### config.mk
export PLATFORM = sky130hd
export DESIGN_NAME = dbus_message_deframer
export DESIGN_NICKNAME = d
export VERILOG_FILES = /design/src/hdl/dmd_pkg.sv /design/src/hdl/dmd_core.sv /design/src/hdl/dmd_out_reg.sv /design/src/hdl/dbus_message_deframer.sv
export SDC_FILE = /design/constraint.sdc
export NUM_CORES = 1
export LEC_CHECK = 0
export BUFFER_PORTS_ARGS = -buffer_cell sky130_fd_sc_hd__buf_2
export CAP_MARGIN = 0
export CORE_MARGIN = 5
export CORE_UTILIZATION = 35
export DETAILED_ROUTE_END_ITERATION = 6
export PLACE_DENSITY_LB_ADDON = 0.2
export SLEW_MARGIN = 0
export SYNTH_ARGS = -nofsm -noshare
export SYNTH_HDL_FRONTEND = slang
export SYNTH_HIERARCHICAL = 1
export SYNTH_SLANG_ARGS = --single-unit
### constraint.sdc
create_clock -name clk -period 8.3 [get_ports clk]
set_input_delay 0 -clock clk [delete_from_list [all_inputs] [get_ports clk]]
set_output_delay 0 -clock clk [all_outputs]
set_load 0.005 [all_outputs]
### src/hdl/dmd_pkg.sv
// Package for the D-Bus message deframer: result type, error codes and header constants.
// No dependencies; the deframer modules use it by scoped names.
package dmd_pkg;

  // Sticky framing error codes
  typedef enum logic [1:0] {
    ERR_NONE   = 2'd0,
    ERR_ENDIAN = 2'd1,
    ERR_SIZE   = 2'd2
  } err_t;

  // One output beat
  typedef struct packed {
    logic [31:0] len;
    err_t        err;
    logic        last;
    logic        first;
    logic [7:0]  data;
  } result_t;

  localparam logic [7:0]  MARK_LITTLE   = 8'h6C;
  localparam logic [7:0]  MARK_BIG      = 8'h42;
  localparam logic [31:0] HDR_LAST_POS  = 32'd15;
  localparam logic [31:0] BASE_POS      = 32'd8;
  localparam logic [29:0] BODY_WORD     = 30'd1;
  localparam logic [29:0] FIELDS_WORD   = 30'd3;
  localparam logic [31:0] MIN_LEN       = 32'd24;
  localparam logic [32:0] HDR_BYTES     = 33'd16;
  localparam logic [32:0] ALIGN_MASK    = 33'd7;
  localparam logic [32:0] MAX_SIZE_RST  = 33'd134217728;
  localparam logic [32:0] MAX_SIZE_TOP  = 33'h1_0000_0000;

endpackage

### src/hdl/dmd_core.sv
// Per-byte header tracking for the D-Bus message deframer: position counter, length capture,
// total computation and sticky error. Depends on dmd_pkg.
module dmd_core (
  input  logic              clk,
  input  logic              rst,
  input  logic              accept,
  input  logic [7:0]        rx_byte,
  input  logic [32:0]       max_size,
  output dmd_pkg::result_t  res
);

  logic [31:0]       byte_position, byte_position_next;
  logic [7:0]        endian_mark, endian_mark_next;
  logic [31:0]       body_length, body_length_next;
  logic [31:0]       fields_length, fields_length_next;
  logic [31:0]       total_length, total_length_next;
  logic [32:0]       base_length, base_length_next;
  dmd_pkg::err_t     error_code, error_code_next;

  logic [1:0]        lane;
  logic [31:0]       byte_shifted;
  logic [32:0]       fields_aligned;
  logic [33:0]       sum;

  // Byte lane within the 32-bit length word, by endian mark
  assign lane = (endian_mark == dmd_pkg::MARK_BIG) ? ~byte_position[1:0] : byte_position[1:0];
  assign byte_shifted = {24'd0, rx_byte} << {lane, 3'b000};

  // Total = 16 + body + align8(fields), with 16 + body captured earlier
  assign fields_aligned = ({1'b0, fields_length_next} + dmd_pkg::ALIGN_MASK) &
                          ~dmd_pkg::ALIGN_MASK;
  assign sum = {1'b0, base_length} + {1'b0, fields_aligned};

  // Next state and result for the byte at the input
  always_comb begin
    byte_position_next = byte_position;
    endian_mark_next   = endian_mark;
    body_length_next   = body_length;
    fields_length_next = fields_length;
    total_length_next  = total_length;
    base_length_next   = base_length;
    error_code_next    = error_code;
    res.data  = rx_byte;
    res.first = 1'b0;
    res.last  = 1'b0;
    res.len   = dmd_pkg::MIN_LEN;

    if (error_code != dmd_pkg::ERR_NONE) begin
      res.len = total_length;
    end else begin
      if (byte_position == 32'd0) begin
        res.first          = 1'b1;
        endian_mark_next   = rx_byte;
        body_length_next   = 32'd0;
        fields_length_next = 32'd0;
      end else if (byte_position[31:2] == dmd_pkg::BODY_WORD) begin
        body_length_next = body_length | byte_shifted;
      end else if (byte_position[31:2] == dmd_pkg::FIELDS_WORD) begin
        fields_length_next = fields_length | byte_shifted;
      end

      if (byte_position == dmd_pkg::BASE_POS) begin
        base_length_next = {1'b0, body_length} + dmd_pkg::HDR_BYTES;
      end

      // Check the header on its last byte
      if (byte_position == dmd_pkg::HDR_LAST_POS) begin
        if (endian_mark != dmd_pkg::MARK_LITTLE && endian_mark != dmd_pkg::MARK_BIG) begin
          error_code_next   = dmd_pkg::ERR_ENDIAN;
          total_length_next = 32'd0;
        end else if (sum >= {1'b0, max_size}) begin
          error_code_next   = dmd_pkg::ERR_SIZE;
          total_length_next = (sum[33:32] != 2'd0) ? 32'hFFFF_FFFF : sum[31:0];
        end else begin
          total_length_next = sum[31:0];
        end
      end

      if (error_code_next != dmd_pkg::ERR_NONE) begin
        res.len = total_length_next;
      end else if (byte_position >= dmd_pkg::HDR_LAST_POS) begin
        res.len = total_length_next;
        if (({1'b0, byte_position} + 33'd1) >= {1'b0, total_length_next}) begin
          res.last           = 1'b1;
          byte_position_next = 32'd0;
        end else begin
          byte_position_next = byte_position + 32'd1;
        end
      end else begin
        byte_position_next = byte_position + 32'd1;
      end
    end
    res.err = error_code_next;
  end

  // Advance state on each accepted beat
  always_ff @(posedge clk) begin
    if (rst) begin
      byte_position <= 32'd0;
      endian_mark   <= 8'd0;
      body_length   <= 32'd0;
      fields_length <= 32'd0;
      total_length  <= 32'd0;
      base_length   <= 33'd0;
      error_code    <= dmd_pkg::ERR_NONE;
    end else if (accept) begin
      byte_position <= byte_position_next;
      endian_mark   <= endian_mark_next;
      body_length   <= body_length_next;
      fields_length <= fields_length_next;
      total_length  <= total_length_next;
      base_length   <= base_length_next;
      error_code    <= error_code_next;
    end
  end

endmodule

### src/hdl/dmd_out_reg.sv
// Output register stage for the D-Bus message deframer: holds one result beat.
// Depends on dmd_pkg.
module dmd_out_reg (
  input  logic              clk,
  input  logic              rst,
  input  logic              load,
  input  dmd_pkg::result_t  res_in,
  input  logic              take,
  output logic              full,
  output dmd_pkg::result_t  res_out
);

  logic             valid;
  dmd_pkg::result_t held;

  // Track occupancy
  always_ff @(posedge clk) begin
    if (rst) begin
      valid <= 1'b0;
    end else if (load) begin
      valid <= 1'b1;
    end else if (take) begin
      valid <= 1'b0;
    end
  end

  // Capture payload
  always_ff @(posedge clk) begin
    if (load) begin
      held <= res_in;
    end
  end

  assign full    = valid;
  assign res_out = held;

endmodule

### src/hdl/dbus_message_deframer.sv
// A byte accepted at an edge is registered and appears on the master side right after that edge.
// Throughput: one byte per cycle while m_axis_tready stays high, set by the single output register
// and the per-byte header update. The slave side is ready whenever the output register is empty or
// being drained the same cycle. Reset (rst, synchronous): clears position, lengths and the sticky error,
// empties the output register and sets max_message_size to 134217728. Config writes are always taken.
// Top level of the D-Bus message deframer; depends on dmd_pkg, dmd_core and dmd_out_reg.
module dbus_message_deframer (
  input  logic        clk,
  input  logic        rst,
  input  logic        s_axis_tvalid,
  output logic        s_axis_tready,
  input  logic [7:0]  s_axis_tdata,   // [7:0] rx_byte
  output logic        m_axis_tvalid,
  input  logic        m_axis_tready,
  output logic [39:0] m_axis_tdata,   // [7:0] out_byte, [39:8] message_length
  output logic [2:0]  m_axis_tuser,   // [0] first_of_message, [2:1] frame_error
  output logic        m_axis_tlast,   // last_of_message
  input  logic        cfg_valid,
  output logic        cfg_ready,
  input  logic [32:0] cfg_data        // max_message_size
);

  logic [32:0]      max_size;
  logic             accept;
  logic             out_full;
  logic             out_take;
  dmd_pkg::result_t res_core;
  dmd_pkg::result_t res_out;

  // Size limit register, clamped to 2^32
  assign cfg_ready = 1'b1;
  always_ff @(posedge clk) begin
    if (rst) begin
      max_size <= dmd_pkg::MAX_SIZE_RST;
    end else if (cfg_valid) begin
      max_size <= (cfg_data > dmd_pkg::MAX_SIZE_TOP) ? dmd_pkg::MAX_SIZE_TOP : cfg_data;
    end
  end

  // Accept a beat when the output slot is free or draining
  assign out_take      = out_full & m_axis_tready;
  assign s_axis_tready = ~out_full | m_axis_tready;
  assign accept        = s_axis_tvalid & s_axis_tready;

  dmd_core u_core (
    .clk      (clk),
    .rst      (rst),
    .accept   (accept),
    .rx_byte  (s_axis_tdata),
    .max_size (max_size),
    .res      (res_core)
  );

  dmd_out_reg u_out (
    .clk     (clk),
    .rst     (rst),
    .load    (accept),
    .res_in  (res_core),
    .take    (out_take),
    .full    (out_full),
    .res_out (res_out)
  );

  // Drive the master side
  assign m_axis_tvalid = out_full;
  assign m_axis_tdata  = {res_out.len, res_out.data};
  assign m_axis_tuser  = {res_out.err, res_out.first};
  assign m_axis_tlast  = res_out.last;

endmodule

# Word-level counts from Yosys, hierarchy flattened
# Index checks and enable logic that the tools add are counted.
dict set report op_classes {
  n_mux 27
  n_eq_ne 7
  magnitude_cmp 4
  bitwise_logic 10
  add_sub_neg 5
  shift 1
  n_reduce_logical 13
}
# cell count
set ops {}
lappend ops {{2-to-1 mux 32 bit} 16}
lappend ops {{== test 32 x 4 -> 1 bit (second input constant)} 2}
lappend ops {{OR 32 bit} 2}
lappend ops {{adder 33 x 33 -> 34 bit} 1}
lappend ops {{>= comparator 34 x 33 -> 1 bit} 1}
lappend ops {{adder 32 x 1 -> 33 bit (second input constant)} 1}
lappend ops {{adder 32 x 3 -> 33 bit (second input constant)} 1}
lappend ops {{adder 32 x 5 -> 33 bit (second input constant)} 1}
lappend ops {{>= comparator 33 x 32 -> 1 bit} 1}
lappend ops {{greater-than comparator 33 bit (second input constant)} 1}
lappend ops {{2-to-1 mux 33 bit} 1}
lappend ops {{adder 32 x 1 -> 32 bit (second input constant)} 1}
lappend ops {{>= comparator 32 x 4 -> 1 bit (second input constant)} 1}
lappend ops {{zero test 32 bit} 1}
lappend ops {{left shift 8 x 5 -> 32 bit} 1}
lappend ops {{== test 30 x 1 -> 1 bit (second input constant)} 1}
lappend ops {{== test 30 x 2 -> 1 bit (second input constant)} 1}
lappend ops {{!= test 8 x 7 -> 1 bit (second input constant)} 2}
lappend ops {{2-to-1 mux 2 bit} 6}
lappend ops {{AND reduction 3 bit} 4}
lappend ops {{nonzero test 2 bit} 5}
lappend ops {{== test 8 x 7 -> 1 bit (second input constant)} 1}
lappend ops {{2-to-1 mux 1 bit} 4}
lappend ops {{inverter 1 bit} 4}
lappend ops {{other kinds (6)} 7}
dict set report word_totals {
  in_bits 46
  ff_bits 249
  wordCells 81
}

# Longest topological paths before layout
dict set report logic_depth {
  ltp_word 19
  ltp_mapped 41
  ltp_nobuf 37
}

# Modules after synthesis
# Netlist, hierarchy kept.
# module cells_each area_each_um2 seq_area_each_um2 n_inst
set by_module_without_submodules {}
lappend by_module_without_submodules {dmd_core 1540 12309.3 3423.3 1}
lappend by_module_without_submodules {dbus_message_deframer 129 1481.4 660.6 1}
lappend by_module_without_submodules {dmd_out_reg 48 1360.1 1341.3 1}

# Worst setup path before layout
# Ideal clock, no wire load.
dict set report synth_path {
  kind {flip-flop to flip-flop}
  startpoint {reg u_core.byte_position[5]}
  endpoint {reg u_core.byte_position[6]}
  arrival_ps 8864
  period_less_slack_ps 8965
  path_slack_ps -665
  setup_ps 101
  stages_incl_launch_ff 40
  n_path_buf 4
  path_cell_list {dfxtp_1 buf_2 nor4_4 nand4_4 or3_1 clkbuf_1 nor4_4 nor4_4 nand4b_4 nor2_1 a21o_1 a21oi_1 ha_1 a21oi_1 nand2_1 a221oi_1 o21ai_0 o211ai_1 [4 not listed] or4_1 a31oi_1 a211oi_1 o21a_1 a21oi_1 clkbuf_1 nor3_1 o31a_1 ha_1 a21o_1 a21oi_1 nor2_1 a2111oi_0 o221ai_2 o22ai_1 clkbuf_1 nand2_1 o41ai_1}
}
dict set report synth_between {
  elab_chain_len 16
}
# element line_no
set synth_lines {}
lappend synth_lines {{start, declared} dmd_core.sv:12} ;# logic [31:0] byte_position, byte_position_next;
lappend synth_lines {{start signal, assigned} dmd_core.sv:107} ;# byte_position <= byte_position_next;
lappend synth_lines {{parallel branches: the longest is 16 deep, another holds adder 33 x 33 -> 34 bit} n/a}
# Several ways; the timed one is not identified. The select of a mux whose other input is x is not followed.
# A chain may end at the register's enable or synchronous reset.

# Worst setup path in the final report
dict set report layout_path {
  startpoint {reg u_core.byte_position[24]}
  endpoint {reg u_core.byte_position[0]}
}
# Same word-level chain as after synthesis.

==> flow_metrics.tcl <==
set metrics [dict create \
    status "complete, but fails checks" \
    violations "setup timing" \
    async_reset_ff_share_pct 0 \
    ys.flop_type "dfxtp_1" \
    rows 76 \
    reg2reg_depth 44 \
    synthesis.area_um2 15200 \
    portBuffers 91 \
    wirelength_mm 50.6 \
    fin_worst_skew_ns 0.0195 \
    layout-drive-gt1-share_pct 33.7 \
    setup.worst_path.end "u_core/byte_position[0]$_SDFFE_PP0P_" \
    clk-insertion-delay-late_ns 0.57 \
    ys.warnings.count 6 \
    synth_top_area_share_pct 27.1 \
    layout_setup_ws_ns -0.537 \
    fmax_mhz 113 \
    detail-route-antenna-nets 0 \
    finalHoldViolCount 0 \
    fin_crit_sh_pct 106 \
    hpwl_mm 36.8 \
    critical_path_class "reg2reg" \
    numClockSinks 249 \
    required_ns 8.80 \
    io_pins 93 \
    drc 0 \
    synth_top_area_cell "dfxtp_1" \
    synth_common_cells "dfxtp_1 (205), nor2_1 (181), a21oi_1 (125), nand2_1 (116), ha_1 (99)" \
    yosysSeqAreaShare_pct 35.8 \
    cts.path.max_buffers 3 \
    fp.dieW_um 218 \
    cts_buffers 30 \
    core_um2 43000 \
    vias 14500 \
    path_max_fanout 7 \
    avgRoutedWirePerCell_um 18.2 \
    finalSetupViolCount 33 \
    fin_util_pct 49.7 \
    syn_avg_cell_area_um2 8.82 \
    cp.arrival_ns 9.34 \
    dr.pass1.iters 5 \
    crit_slowest_cell "or4_1" \
    yosys.cell_types.count 77 \
    syn-num-nets 1863 \
    grt_pass1_vias 14200 \
    routabilityCongestion 0.916 \
    grt_start_max_net_pins 66 \
    worstSetupStartpoint "u_core/byte_position[24]$_SDFFE_PP0P_" \
    regToRegSetupSlack_ns -0.54 \
    clk_pin_slew_ns 0.06 \
    cp-start-kind "flop" \
    antenna_found_initial 0 \
    layout_min_cycle_time_ns 8.84 \
    crit_path_end_kind "flop" \
    tns_ns -16.03 \
    grt_overflow 0 \
    r2r-end "u_core/byte_position[0]$_SDFFE_PP0P_" \
    grtUsageTotal_pct 20.6 \
    hold_path.class "in2reg" \
    drt_iter0_drc 997 \
    critPathMaxStageDelay_ns 0.52 \
    r2r_start "u_core/byte_position[24]$_SDFFE_PP0P_" \
    cts_tree "yes" \
    grt_pass1_wl_mm 79.2 \
    powerDensity_nw_per_um2 138 \
    hold_ws_ns 0.211 \
    ys_seq_elements 249 \
    ir_worst_vdd_mv 0.155 \
    start_util_pct 35.2 \
    viasPerCell 5.22 \
    p_total_uw 2960 \
    cts_root_buf "clkbuf_16" \
    leakage_uw 0.00917 \
    grt_setup_unrepaired "true" \
    cpMostUsedCell "buf_4" \
    htree_levels 1 \
    die_area_um2 47500 \
    area_growth_pct 41.1 \
    n_antenna_cell 0 \
    slew_violations 0 \
    syn_inst 1717 \
    drv_cap 0 \
    tightest_slew_ns 1.32 \
    die_h_um 218 \
    synth_edf_count 44 \
    yosysMostFrequentCell "dfxtp_1" \
    slew_headroom_pct 12.2 \
    nets 2314 \
    synth.area.top_cells "dfxtp_1 (27%), edfxtp_1 (8.7%), ha_1 (8.2%)" \
]
==> report_power, final <==
group,switching (µW),internal (µW)
Clock,533,893
Combinational,152,107
Sequential,14.9,1260
Total,700,2260
==> metrics by stage <==
| stage | cells | area [µm²] | setup WS (ns) |
|---|---|---|---|
| floorplan | 1717 | 15300 | 0.000773 |
| global placement | 2625 | 18600 | -0.869 |
| detailed placement | 2625 | 18600 | -0.983 |
| CTS | 2763 | 21100 | -0.519 |
| global route | 2775 | 21400 | -1.04 |
| finish | 2775 | 21400 | -0.537 |
==> layout make-up <==
class / instances / area [µm²]
fill: 4103 / 21600
timing repair buffer: 524 / 4000
inverter: 57 / 214
sequential: 249 / 5430
tap: 585 / 732
multi-input combinational: 1306 / 9940
clock buffer: 42 / 847
clock inverter: 12 / 218
==> worst min-delay path by stage <==
stage / to / cells after the start / from / slack, ns
finish: max_size[28]$_SDFFE_PP0P_ / 3 / cfg_valid / 0.21
CTS: max_size[3]$_SDFFE_PP0P_ / 3 / cfg_valid / 0.20
global route: max_size[21]$_SDFFE_PP0P_ / 3 / cfg_valid / 0.24
global placement: max_size[27]$_SDFFE_PP1P_ / 2 / cfg_data[32] / 0.22
floorplan: u_out/full$_SDFFE_PP0P_ / 1 / rst / 0.06
detailed placement: max_size[27]$_SDFFE_PP1P_ / 2 / cfg_data[32] / 0.23
==> critical path, delay by kind of cell (launching register included) <==
family,cells,cell delay [ns]
DFF,1,0.35
buffers and inverters,11,1.67
AOI/OAI and AO/OA,17,2.58
xor gates and xnor gates,2,0.37
and+or+nand+nor,11,2.93
adders and majority gates,3,0.86
==> sequential cells by signal (all words and copies together), names as in the netlist <==
signal / flops
u_core/endian_mark: 8
u_core/error_code: 2
u_core/total_length: 32
u_core/base_length: 33
u_core/byte_position: 32
u_core/body_length: 32
u_core/fields_length: 32
max_size: 33
u_out/res_out: 44
u_out/full: 1
==> timing repair <==
action / 4_1_cts / 5_1_grt
hold buffers: 46 / 0
setup buffers: 37 / 14
hold endpoints to repair: 132 / 0
resized for setup: 105 / 61
gates cloned: 3 / 0
pin swaps: 68 / 61
endpoints found under the setup margin: 33 / 33
==> logic make-up (layout without fill, tap and decap cells) <==
| kind of cell | Yosys count | count (layout) | share of synthesized area [%] |
|---|---|---|---|
| adder cells (fa/ha/maj) | 100 | 100 | 8.31 |
| AND/OR/NAND/NOR | 618 | 618 | 22.6 |
| flip-flops | 249 | 249 | 35.8 |
| buffers and inverters | 162 | 635 | 4.65 |
| other | 1 | 1 | 0.0248 |
| AO/OA/AOI/OAI | 439 | 439 | 19.7 |
| multiplexers | 48 | 48 | 3.17 |
| XOR/XNOR | 100 | 100 | 5.78 |
==> per-layer routing <==
layer | GRT usage (%) | part of all wire [%]
met5 | 0 | 0
met1 | 29.4 | 47
met4 | 5.55 | 2.7
met3 | 2.14 | 4.8
met2 | 33.2 | 45
==> layout by cell type, fill, tap and decap left out, drive strengths merged, types with 5 or more instances in the layout <==
cell	instances
buf	477
dfxtp	205
nor2	181
a21oi	131
nand2	116
ha	99
nor3	74
inv	56
xnor2	55
o21ai	54
nand3	51
a22o	50
mux2i	48
dlygate4sd3	46
xor2	45
edfxtp	44
a211oi	43
clkbuf	43
or3	37
a31oi	35
nor4	30
a22oi	27
nand4	25
and2	25
a21o	22
and3	20
o211ai	14
nand2b	14
a32o	11
or2	9
nor3b	8
nor2b	7
bufinv	6
o21a	6
o21bai	6
o31ai	6
and4	5
nor4b	5
clkinv	5
Note: power is estimated with default switching activity, not from simulation.
